===== src/hdl/lfs_pkg.sv =====
// ----------------------------------------------------------------------------
// Line follower steering package
// Shared types and constants for the line follower steering block.
// ----------------------------------------------------------------------------
package lfs_pkg;

  typedef struct packed {
    logic [7:0] line_sensors;
    logic       sat_right;
    logic       sat_left;
  } sample_t;

  typedef struct packed {
    logic [7:0] steer_position;
    logic       steer_updated;
    logic       edge_right_led;
  } steer_t;

  typedef enum logic [1:0] {
    EDGE_NONE  = 2'd0,
    EDGE_RIGHT = 2'd1,
    EDGE_LEFT  = 2'd2
  } edge_t;

  typedef enum logic {
    CFG_PROPORTIONAL_GAIN = 1'b0,
    CFG_DERIVATIVE_GAIN   = 1'b1
  } cfg_index_t;

  localparam int FRAC_BITS = 12;
  localparam logic [19:0] POS_MAX_Q   = 20'(243 << FRAC_BITS);
  localparam logic [19:0] POS_MIN_Q   = 20'(14 << FRAC_BITS);
  localparam logic [19:0] POS_START_Q = 20'(135 << FRAC_BITS);

  localparam logic signed [15:0] PROPORTIONAL_GAIN_RESET = 16'sd532;
  localparam logic signed [15:0] DERIVATIVE_GAIN_RESET   = 16'sd82;

  localparam logic [7:0] LOW_NIBBLE_FULL = 8'h0F;
  localparam logic [7:0] FILL_LEFT       = 8'h80;
  localparam logic [7:0] FILL_RIGHT      = 8'h01;

  localparam logic signed [5:0] ERR_CORNER_RIGHT = -6'sd15;
  localparam logic signed [5:0] ERR_CORNER_LEFT  = 6'sd19;
  localparam logic signed [5:0] ERR_ONE          = 6'sd1;
  localparam logic signed [5:0] ERR_MINUS_ONE    = -6'sd1;

  localparam logic [3:0] ERR_TABLE [16] = '{
    4'd0, 4'd8, 4'd5, 4'd6, 4'd3, 4'd0, 4'd4, 4'd0,
    4'd1, 4'd0, 4'd0, 4'd0, 4'd2, 4'd0, 4'd0, 4'd0
  };

endpackage


===== src/hdl/line_follower_steering.sv =====
// ----------------------------------------------------------------------------
// Line follower steering
// Branch and corner detection, edge selection and PD steer position update.
// ----------------------------------------------------------------------------
// Each transfer on the sample channel carries one line-sensor reading and the
// two outer auxiliary sensor bits. Each reading yields exactly one transfer on
// the steer channel with the clamped servo position, a flag that tells whether
// the PD update ran, and the right-edge indicator.
// The sample is captured in an input register; from there all pattern logic,
// the two gain multiplies, the accumulate and the clamp run in one pass into
// the result register. Steer valid is registered beside the result, so a
// steer transfer follows the input and result registers in turn, and one
// sample is taken every cycle while the receiver does not stall.
// The rate is set by the single pass through the multiply, add and clamp that
// closes the loop on the steer position.
// When the receiver stalls, the result register holds, the input register
// holds one more sample, and then sample_stall rises.
// Synchronous reset empties both registers, restores the gains to their
// defaults, selects the right edge and sets the start position to 135.
// Gain writes on the configuration port take effect on the next sample.
// ----------------------------------------------------------------------------
module line_follower_steering (
  input  logic            clk,
  input  logic            rst,
  input  logic            cfg_write,
  input  logic [0:0]      cfg_index,
  input  logic [15:0]     cfg_data,
  input  logic            sample_valid,
  output logic            sample_stall,
  input  lfs_pkg::sample_t sample,
  output logic            steer_valid,
  input  logic            steer_stall,
  output lfs_pkg::steer_t steer
);
  import lfs_pkg::*;

  logic signed [15:0] proportional_gain;
  logic signed [15:0] derivative_gain;
  edge_t              followed_edge;
  edge_t              pending_edge;
  logic               branch_phase;
  logic               center_seen;
  logic [7:0]         last_nonzero_sample;
  logic signed [5:0]  held_error;
  logic signed [5:0]  previous_error;
  logic [19:0]        position_accum;
  logic               led_level;

  logic               in_valid;
  sample_t            in_q;
  logic               advance;

  edge_t              followed_edge_next;
  edge_t              pending_edge_next;
  logic               branch_phase_next;
  logic               center_seen_next;
  logic [7:0]         last_nonzero_sample_next;
  logic signed [5:0]  held_error_next;
  logic signed [5:0]  previous_error_next;
  logic [19:0]        position_accum_next;
  logic               led_level_next;
  logic               skip;

  logic [7:0]         s;
  logic [7:0]         s_fill;
  logic               sr;
  logic               sl;
  logic               br;
  logic               fill_path;
  logic [3:0]         rev_nib;
  logic signed [6:0]  err_diff;
  logic signed [21:0] p_term;
  logic signed [22:0] d_term;
  logic               sign_flip;
  logic signed [25:0] accum_sum;

  function automatic logic two_frag(input logic [7:0] v, input int lo, input int hi,
                                    input logic r, input logic l);
    logic [1:0] st;
    st = 2'd0;
    for (int i = 0; i < 8; i++) begin
      if (i >= lo && i <= hi) begin
        if (i == 0 && r) st = 2'd1;
        if (st == 2'd0) begin
          if (v[i]) st = 2'd1;
        end else if (st == 2'd1) begin
          if (!v[i]) st = 2'd2;
        end else if (st == 2'd2) begin
          if (v[i]) st = 2'd3;
        end
        if (i == 7 && l && st == 2'd2) st = 2'd3;
      end
    end
    return st == 2'd3;
  endfunction

  function automatic logic corner_match(input logic [4:0] a);
    return a == 5'd7 || a == 5'd14 || a == 5'd28 || a == 5'd15 || a == 5'd30 || a == 5'd31;
  endfunction

  function automatic logic few_black(input logic [6:0] v);
    logic [2:0] cnt;
    cnt = 3'd0;
    for (int i = 0; i < 7; i++) begin
      cnt = cnt + {2'b0, v[i]};
    end
    return cnt <= 3'd2;
  endfunction

  assign advance      = !steer_valid || !steer_stall;
  assign sample_stall = in_valid && !advance;

  assign s  = in_q.line_sensors;
  assign sr = in_q.sat_right;
  assign sl = in_q.sat_left;
  assign br = two_frag(s, 0, 7, sr, sl);

  always_comb begin
    followed_edge_next  = followed_edge;
    pending_edge_next   = pending_edge;
    branch_phase_next   = branch_phase;
    center_seen_next    = center_seen;
    led_level_next      = led_level;
    held_error_next     = held_error;
    skip                = 1'b0;
    fill_path           = 1'b0;

    if (!branch_phase) begin
      if (br) branch_phase_next = 1'b1;
    end else if (!br && !(s[3] && s[4]) && few_black(s[6:0])) begin
      followed_edge_next = pending_edge;
      led_level_next     = (pending_edge == EDGE_RIGHT);
      center_seen_next   = 1'b1;
      branch_phase_next  = 1'b0;
    end

    unique case (followed_edge_next)
      EDGE_RIGHT: begin
        if (s[3] && !s[2]) begin
          center_seen_next = 1'b0;
          if (br) pending_edge_next = two_frag(s, 3, 7, sr, sl) ? EDGE_LEFT : EDGE_RIGHT;
          skip = 1'b1;
        end else if (!s[3] && s[2]) begin
          held_error_next  = ERR_MINUS_ONE;
          center_seen_next = 1'b1;
        end else if (!s[3] && !s[2]) begin
          if (br) begin
            if (center_seen_next) begin
              pending_edge_next = two_frag(s, 0, 2, sr, sl) ? EDGE_RIGHT : EDGE_LEFT;
            end else begin
              pending_edge_next = two_frag(s, 3, 7, sr, sl) ? EDGE_LEFT : EDGE_RIGHT;
            end
          end
          fill_path = 1'b1;
        end else begin
          held_error_next  = corner_match({s[3:0], sr}) ? ERR_CORNER_RIGHT : ERR_MINUS_ONE;
          center_seen_next = 1'b1;
          if (br) pending_edge_next = two_frag(s, 3, 7, sr, sl) ? EDGE_LEFT : EDGE_RIGHT;
        end
      end
      EDGE_LEFT: begin
        if (!s[5] && s[4]) begin
          center_seen_next = 1'b0;
          if (br) pending_edge_next = two_frag(s, 0, 4, sr, sl) ? EDGE_RIGHT : EDGE_LEFT;
          skip = 1'b1;
        end else if (s[5] && !s[4]) begin
          held_error_next  = ERR_ONE;
          center_seen_next = 1'b1;
        end else if (!s[5] && !s[4]) begin
          if (center_seen_next) begin
            held_error_next = ERR_ONE;
            if (br) pending_edge_next = two_frag(s, 5, 7, sr, sl) ? EDGE_LEFT : EDGE_RIGHT;
          end else begin
            held_error_next = ERR_MINUS_ONE;
            if (br) pending_edge_next = two_frag(s, 0, 3, sr, sl) ? EDGE_RIGHT : EDGE_LEFT;
          end
          fill_path = 1'b1;
        end else begin
          held_error_next  = (!corner_match({s[3:0], sr}) && corner_match({sl, s[7:4]}))
                             ? ERR_CORNER_LEFT : ERR_ONE;
          center_seen_next = 1'b1;
          if (br) pending_edge_next = two_frag(s, 0, 4, sr, sl) ? EDGE_RIGHT : EDGE_LEFT;
        end
      end
      default: begin
      end
    endcase

    s_fill = s;
    if (fill_path && s == 8'd0) begin
      s_fill = (last_nonzero_sample > LOW_NIBBLE_FULL) ? FILL_LEFT : FILL_RIGHT;
    end
    rev_nib = {s_fill[4], s_fill[5], s_fill[6], s_fill[7]};
    if (fill_path && !two_frag(s_fill, 0, 7, sr, sl)) begin
      if (s_fill > LOW_NIBBLE_FULL) begin
        held_error_next = $signed({2'b00, ERR_TABLE[rev_nib]});
      end else if (s_fill < LOW_NIBBLE_FULL) begin
        held_error_next = $signed(6'd0 - {2'b00, ERR_TABLE[s_fill[3:0]]});
      end
    end

    last_nonzero_sample_next = (s_fill != 8'd0) ? s_fill : last_nonzero_sample;

    err_diff  = {held_error_next[5], held_error_next} - {previous_error[5], previous_error};
    p_term    = proportional_gain * held_error_next;
    sign_flip = (held_error_next > 6'sd0 && previous_error < 6'sd0) ||
                (held_error_next < 6'sd0 && previous_error > 6'sd0);
    d_term    = sign_flip ? 23'sd0 : derivative_gain * err_diff;
    accum_sum = $signed({6'b0, position_accum}) + {{4{p_term[21]}}, p_term}
                + {{3{d_term[22]}}, d_term};

    previous_error_next = previous_error;
    position_accum_next = position_accum;
    if (!skip) begin
      previous_error_next = held_error_next;
      if (accum_sum > $signed({6'b0, POS_MAX_Q})) begin
        position_accum_next = POS_MAX_Q;
      end else if (accum_sum < $signed({6'b0, POS_MIN_Q})) begin
        position_accum_next = POS_MIN_Q;
      end else begin
        position_accum_next = accum_sum[19:0];
      end
    end
  end

  always_ff @(posedge clk) begin
    if (rst) begin
      proportional_gain <= PROPORTIONAL_GAIN_RESET;
      derivative_gain   <= DERIVATIVE_GAIN_RESET;
    end else if (cfg_write) begin
      unique case (cfg_index_t'(cfg_index))
        CFG_PROPORTIONAL_GAIN: proportional_gain <= $signed(cfg_data);
        CFG_DERIVATIVE_GAIN:   derivative_gain   <= $signed(cfg_data);
      endcase
    end
  end

  always_ff @(posedge clk) begin
    if (rst) begin
      in_valid <= 1'b0;
    end else if (!in_valid || advance) begin
      in_valid <= sample_valid;
    end
    if (!in_valid || advance) begin
      in_q <= sample;
    end
  end

  always_ff @(posedge clk) begin
    if (rst) begin
      followed_edge       <= EDGE_RIGHT;
      pending_edge        <= EDGE_NONE;
      branch_phase        <= 1'b0;
      center_seen         <= 1'b0;
      last_nonzero_sample <= 8'd0;
      held_error          <= 6'sd0;
      previous_error      <= 6'sd0;
      position_accum      <= POS_START_Q;
      led_level           <= 1'b1;
    end else if (in_valid && advance) begin
      followed_edge       <= followed_edge_next;
      pending_edge        <= pending_edge_next;
      branch_phase        <= branch_phase_next;
      center_seen         <= center_seen_next;
      last_nonzero_sample <= last_nonzero_sample_next;
      held_error          <= held_error_next;
      previous_error      <= previous_error_next;
      position_accum      <= position_accum_next;
      led_level           <= led_level_next;
    end
  end

  always_ff @(posedge clk) begin
    if (rst) begin
      steer_valid <= 1'b0;
    end else if (advance) begin
      steer_valid <= in_valid;
    end
    if (advance && in_valid) begin
      steer.steer_position <= position_accum_next[19:FRAC_BITS];
      steer.steer_updated  <= !skip;
      steer.edge_right_led <= led_level_next;
    end
  end

endmodule

===== config.mk =====
export PLATFORM = sky130hd
export DESIGN_NAME = line_follower_steering
export DESIGN_NICKNAME = d
export VERILOG_FILES = /design/src/hdl/lfs_pkg.sv /design/src/hdl/line_follower_steering.sv
export SDC_FILE = /design/constraint.sdc
export NUM_CORES = 1
export LEC_CHECK = 0
export BUFFER_PORTS_ARGS = -buffer_cell sky130_fd_sc_hd__buf_2
export CAP_MARGIN = 20
export CORE_MARGIN = 5
export CORE_UTILIZATION = 47
export DETAILED_ROUTE_END_ITERATION = 8
export MAX_ROUTING_LAYER = met4
export PLACE_DENSITY = 0.6
export SLEW_MARGIN = 20
export SYNTH_ARGS = -nofsm -noshare
export SYNTH_HDL_FRONTEND = slang
export SYNTH_SLANG_ARGS = --single-unit

===== constraint.sdc =====
create_clock -name clk -period 19.4 [get_ports clk]
set_input_delay 3.88 -clock clk [delete_from_list [all_inputs] [get_ports clk]]
set_output_delay 3.88 -clock clk [all_outputs]
set_load 0.01 [all_outputs]

==> run metrics, run 1 <==
CP Max Fanout=17; Routed Antenna Nets=0; Iter 0 DRT Violations=653; dominant cell type by area after synthesis=fa_1; Syn Area/Cell=8.583 um2; CTS Sinks=97; # H-tree levels=3; Die Ht=185.6 um; clk_lat worst skew=0.38 ns; post-placement cell count=2081; WP data arrival=18.35 ns; Tot GR Track Use=22.37%; relative slew slack=35.79%; Top Ports=44; Bufs on Longest Clock Path=2; multi-input logic area=10850 um2; synthesized area=14490 um2; DRT Pass-1 Iters=5; FMAX=54.84 MHz; Area growth, synth to finish=5.700%; WP data required=19.51 ns; CTS hold repair buffers=0; Worst Path Class, Setup=reg -> reg; clock buffer count from CTS=9; status=complete, no violations; Starting Density=47.49%; most common library cells after synthesis=inv_1, fa_1, nand2_1; FP Rows=64; Detail Placement HPWL=29230 um; Synth warnings=0; Slew @ Worst Pin=0.9544 ns; CTS tree=yes; total grt overflow=0; overall routed net length=35890 um; Clock transition at path regs=0.08 ns; detailed-route via count=11300; largest net degree at the start of global routing=56; Tmin final=18.23 ns; CP endpoint kind=flip-flop; share of cells above drive strength 1=8.466%; # DRC=0; WL/cell=17.12 um; Via density=5.390; clock root cell=clkbuf_16; CP peak stage delay=0.66 ns; # diodes=0; core area=30510 um2; fin nets=2037; Post-Syn Nets=2029; Worst Skew=0.02212 ns; Tcrit/Tclk final=93.99%; Max Slew Vio Count=0; initial antenna violation count=0; Non-Filler Instances=2097; synthesized flop and latch total=97; final setup fails=0; Layout Utilization=50.20%; number of global-route vias before repair=11190; largest cells by area after synthesis=fa_1, dfxtp_1, ha_1, inv_1, nand2_1; fillers=2964; Synth cell types=100; EDFF count, synth=20; most common cell in the netlist=inv_1; startpoint types=flip-flop; Synth Instances=1688; RePlAce Congestion=0.9109; RSZ-0062 raised after global routing=no; Most common cell on crit path=fa_1; Die X=185.6 um; sequential area share after synthesis=14.78%; first-pass GRT wire length=59800 um; HP Class=reg -> reg; DIE AREA=34440 um2; CP max stage cell=edfxtp_1; Total Neg Setup Slack=0 ns; MaxCap Viol Count=0; share of the synthesized area in the top cell type=27.36%; I/O Buffers=43; Post-synth ARST share=0%; Final Hold Vio Count=0; Synth Flop Type=dfxtp_1; Reg area=2142 um2; Hold WS=0.4790 ns
critical path: cells and delay by family (launching register included):
kind / cells / cell delay (ns)
xor gates and xnor gates: 1 / 0.14
AOI/OAI and AO/OA: 22 / 5.56
DFF: 1 / 0.66
adders and majority gates: 17 / 7.48
buffers and inverters: 9 / 0.95
and+or+nand+nor: 11 / 2.62
muxes: 2 / 0.51
metrics by stage:
stage          cell area [um2]  setup slack [ns]
6_report                 15310             1.165
5_1_grt                  15310           0.01648
4_1_cts                  15310            0.9788
3_5_place_dp             14990             1.058
3_3_place_gp             14990             1.419
2_1_floorplan            14490             2.565
cell families (layout without fill, tap and decap cells):
group	Yosys count	count (layout)	synth area share (%)
compound gates	293	293	14.53
xor+xnor	43	43	2.599
fa+ha+maj	309	309	36.94
buf+inv	373	386	10.39
flops	97	97	14.78
mux	13	13	1.028
simple gates	560	560	19.73
layer usage:
layer  vias to the layer above  part of all wire (%)  global-route usage, %
li1                       5500                     -                      -
met1                      5542                    50                  33.14
met2                       241                    44                  33.27
met3                        19                   4.5                  3.244
met4                         0                  0.98                  3.760
met5                         -                     0                      -
placed cells by master, fill, tap and decap left out, types with 7 or more instances in the layout:
master and instances:
xor2_1 21, a211oi_2 10, or2_2 11, nor2b_1 48
ha_1 111, a21oi_1 84, buf_4 18, or3_1 10
a31oi_1 17, nor3_1 21, nand2b_1 31, a211oi_1 24
nand2_1 188, a32o_1 11, edfxtp_1 20, nand3_1 20
dfxtp_1 77, mux2i_1 7, o21bai_1 7, nor4_1 9
fa_1 198, inv_1 307, buf_2 43, xnor2_1 22
a21o_1 9, nor2_1 95, and2_1 80, clkbuf_16 9
o21ai_0 45
layout make-up:
cell class              instances  share of cell area (%)
repair buffers                 61                   2.288
inverters                     309                   7.574
flip-flops and latches         97                   13.99
well taps                     396                   3.235
clock buffers                  10                   1.495
multi-input cells            1218                   70.87
clock inverters                 6                  0.5474
state kept, by name (all words and copies together), names as in the netlist:
name                 cells
derivative_gain         16
center_seen              1
pending_edge             2
sl                       1
proportional_gain       16
in_valid                 1
sr                       1
last_nonzero_sample      4
held_error               6
branch_phase             1
steer_valid              1
position_accum          20
steer                   10
s                        8
followed_edge            2
led_level                1
previous_error           6
path summary, 6_finish.rpt:
check / from / end / slack (ns) / cells past startpoint
max: s[0] / steer[3] / 1.17 / 62
min: last_nonzero_sample[7] / last_nonzero_sample[7] / 0.48 / 2
max reg2reg: s[0] / steer[3] / 1.17 / 62
min reg2reg: last_nonzero_sample[7] / last_nonzero_sample[7] / 0.48 / 2
repair_timing:
action | CTS | global route
setup buffers | 0 | 0
setup endpoints to repair | 0 | 12
resized for setup | 0 | 2
Power of run 1 is not shown: default switching activity piles up to over one toggle a cycle in this logic, so the estimate is an artifact.
==> run 2, diff against run 1 <==
==> constraint.sdc (replaced) <==
create_clock -name clk -period 19.4 [get_ports clk]
set_input_delay 0 -clock clk [delete_from_list [all_inputs] [get_ports clk]]
set_output_delay 0 -clock clk [all_outputs]
set_load 0.01 [all_outputs]
==> run metrics, run 2 (synthesis results as in run 1) <==
Crit Reg-Reg Startpoint=s[0] (unchanged); clock buffer count from CTS=9 (unchanged); HP Class=in -> reg (was reg -> reg); relative slew slack=38.73% (was 35.79%); Starting Density=47.49% (unchanged); detailed-route via count=11430 (was 11300); Setup crit end=steer[3] (unchanged); Max Slew Vio Count=0 (unchanged); CTS tree=yes (unchanged); Die X=185.6 um (unchanged); fin nets=2065 (was 2037); Via density=5.377 (was 5.390); core area=30510 um2 (unchanged); Area growth, synth to finish=7.651% (was 5.700%); final setup fails=0 (unchanged); WP data arrival=18.39 ns (was 18.35 ns); CP endpoint kind=flip-flop (unchanged); CP max stage cell=edfxtp_1 (unchanged); initial antenna violation count=0 (unchanged); Clock transition at path regs=0.08 ns (about the same); Most common cell on crit path=fa_1 (unchanged); WP data required=19.51 ns (about the same); Worst Path Class, Setup=reg -> reg (unchanged); RSZ-0062 raised after global routing=no (unchanged); Bufs on Longest Clock Path=2 (unchanged); # H-tree levels=3 (unchanged); max reg flops=20 (unchanged); FP Rows=64 (unchanged); number of global-route vias before repair=11330 (was 11190); Tmin final=18.28 ns (was 18.23 ns); first-pass GRT wire length=60400 um (was 59800 um); Total Neg Setup Slack=0 ns (unchanged); # DRC=0 (unchanged); Reg2Reg Setup Slack=1.12 ns (was 1.17 ns); hold_sp=cfg_index (was last_nonzero_sample[7]); DIE AREA=34440 um2 (unchanged); Final Hold Vio Count=0 (unchanged); FMAX=54.71 MHz (was 54.84 MHz); status=complete, no violations (unchanged); commonest non-fill, non-tap cell in the layout=inv_1 (unchanged); Critical Path Start=s[0] (unchanged); CP Max Fanout=17 (unchanged); Detail Placement HPWL=29230 um (unchanged); most flop-heavy register=position_accum (unchanged); RePlAce Congestion=0.9109 (unchanged); Die Ht=185.6 um (unchanged); Worst Skew=0.02288 ns (was 0.02212 ns); CTS Sinks=97 (unchanged); worst-case reg-to-reg path depth=62 (unchanged); overall routed net length=36200 um (was 35890 um); I/O Buffers=43 (unchanged); Slew @ Worst Pin=0.9106 ns (was 0.9544 ns); total grt overflow=0 (unchanged); CP peak stage delay=0.67 ns (was 0.66 ns); clk_lat worst skew=0.38 ns (about the same); Tot GR Track Use=22.59% (was 22.37%); Tcrit/Tclk final=94.21% (was 93.99%); startpoint types=flip-flop (unchanged); share of cells above drive strength 1=8.329% (was 8.466%); Routed Antenna Nets=0 (unchanged); biggest regs=position_accum (20), derivative_gain (16), proportional_gain (16) (unchanged); WL/cell=17.03 um (was 17.12 um); r2r endpoint=steer[3] (unchanged); commonest cells after routing, fill and taps aside=inv_1, fa_1, nand2_1, ha_1, nor2_1 (unchanged); Top Ports=44 (unchanged); clock root cell=clkbuf_16 (unchanged); Iter 0 DRT Violations=714 (was 653); largest net degree at the start of global routing=56 (unchanged); MaxCap Viol Count=0 (unchanged); DRT Pass-1 Iters=5 (unchanged); cell count of the worst hold path=4 (was 2)
==> run 2: changes by cell type in the layout (fill, tap and decap cells not counted), sizes merged <==
cell	change
dlygate4sd3	+28
diode	+1
==> run 2: final cells by class <==
cell class                      instances  area (um2)
Antenna cell                            1       2.502
Clock buffer                           10       229.0
Clock inverter                          6       83.83
Fill cell                            2931       14910
Inverter                              309        1160
Multi-Input combinational cell       1218       10850
Sequential cell                        97        2142
Tap cell                              396       495.5
Timing Repair Buffer                   89       630.6
==> run 2: timing repair <==
item,in CTS,in global routing
buffers inserted,0,0
gates resized for setup,0,2
hold buffers,28,0
setup endpoints to repair,0,12
hold endpoints to repair,44,0
==> run 2: worst min-delay path by stage <==
stage | end
after floorplan | s[0]
after global placement | sr
after detailed placement | s[5]
after CTS | position_accum[13]
after global routing | proportional_gain[3]
final | proportional_gain[11]
==> run 2: worst max-delay path: cells and delay by family, from the launching register on <==
kind | cells | cell delay (ns)
adders and majority gates | 17 | 7.48
AOI/OAI and AO/OA | 22 | 5.60
and+or+nand+nor | 11 | 2.63
buffers and inverters | 9 | 0.95
DFF | 1 | 0.67
muxes | 2 | 0.52
xor gates and xnor gates | 1 | 0.14
==> run 2: through the flow <==
| stage | cell area [um2] | std cells | util, % | hold WS, ns | setup WS (ns) |
|---|---|---|---|---|---|
| after detailed placement | 14990 | 2081 | 49.14 | 0.1781 | 1.058 |
| after CTS | 15590 | 2125 | 51.09 | 0.1479 | 0.9788 |
| after floorplan | 14490 | 1688 | - | 0.09887 | 2.565 |
| final | 15600 | 2126 | 51.12 | 0.06163 | 1.123 |
| after global placement | 14990 | 2081 | 49.14 | 0.1764 | 1.419 |
| after global routing | 15600 | 2125 | 51.12 | 0.08713 | 0.01780 |
==> run 2: per-layer routing <==
metal	up-vias	part of all wire, %	wire length [um]	global-route usage (%)
met1	5593	51	18290	33.26
met2	268	44	15980	33.85
met4	0	0.96	347	3.789
met3	19	4.4	1582	3.244
li1	5551	-	-	-
met5	-	0	0	-
Power of run 2 is left out for the same reason.
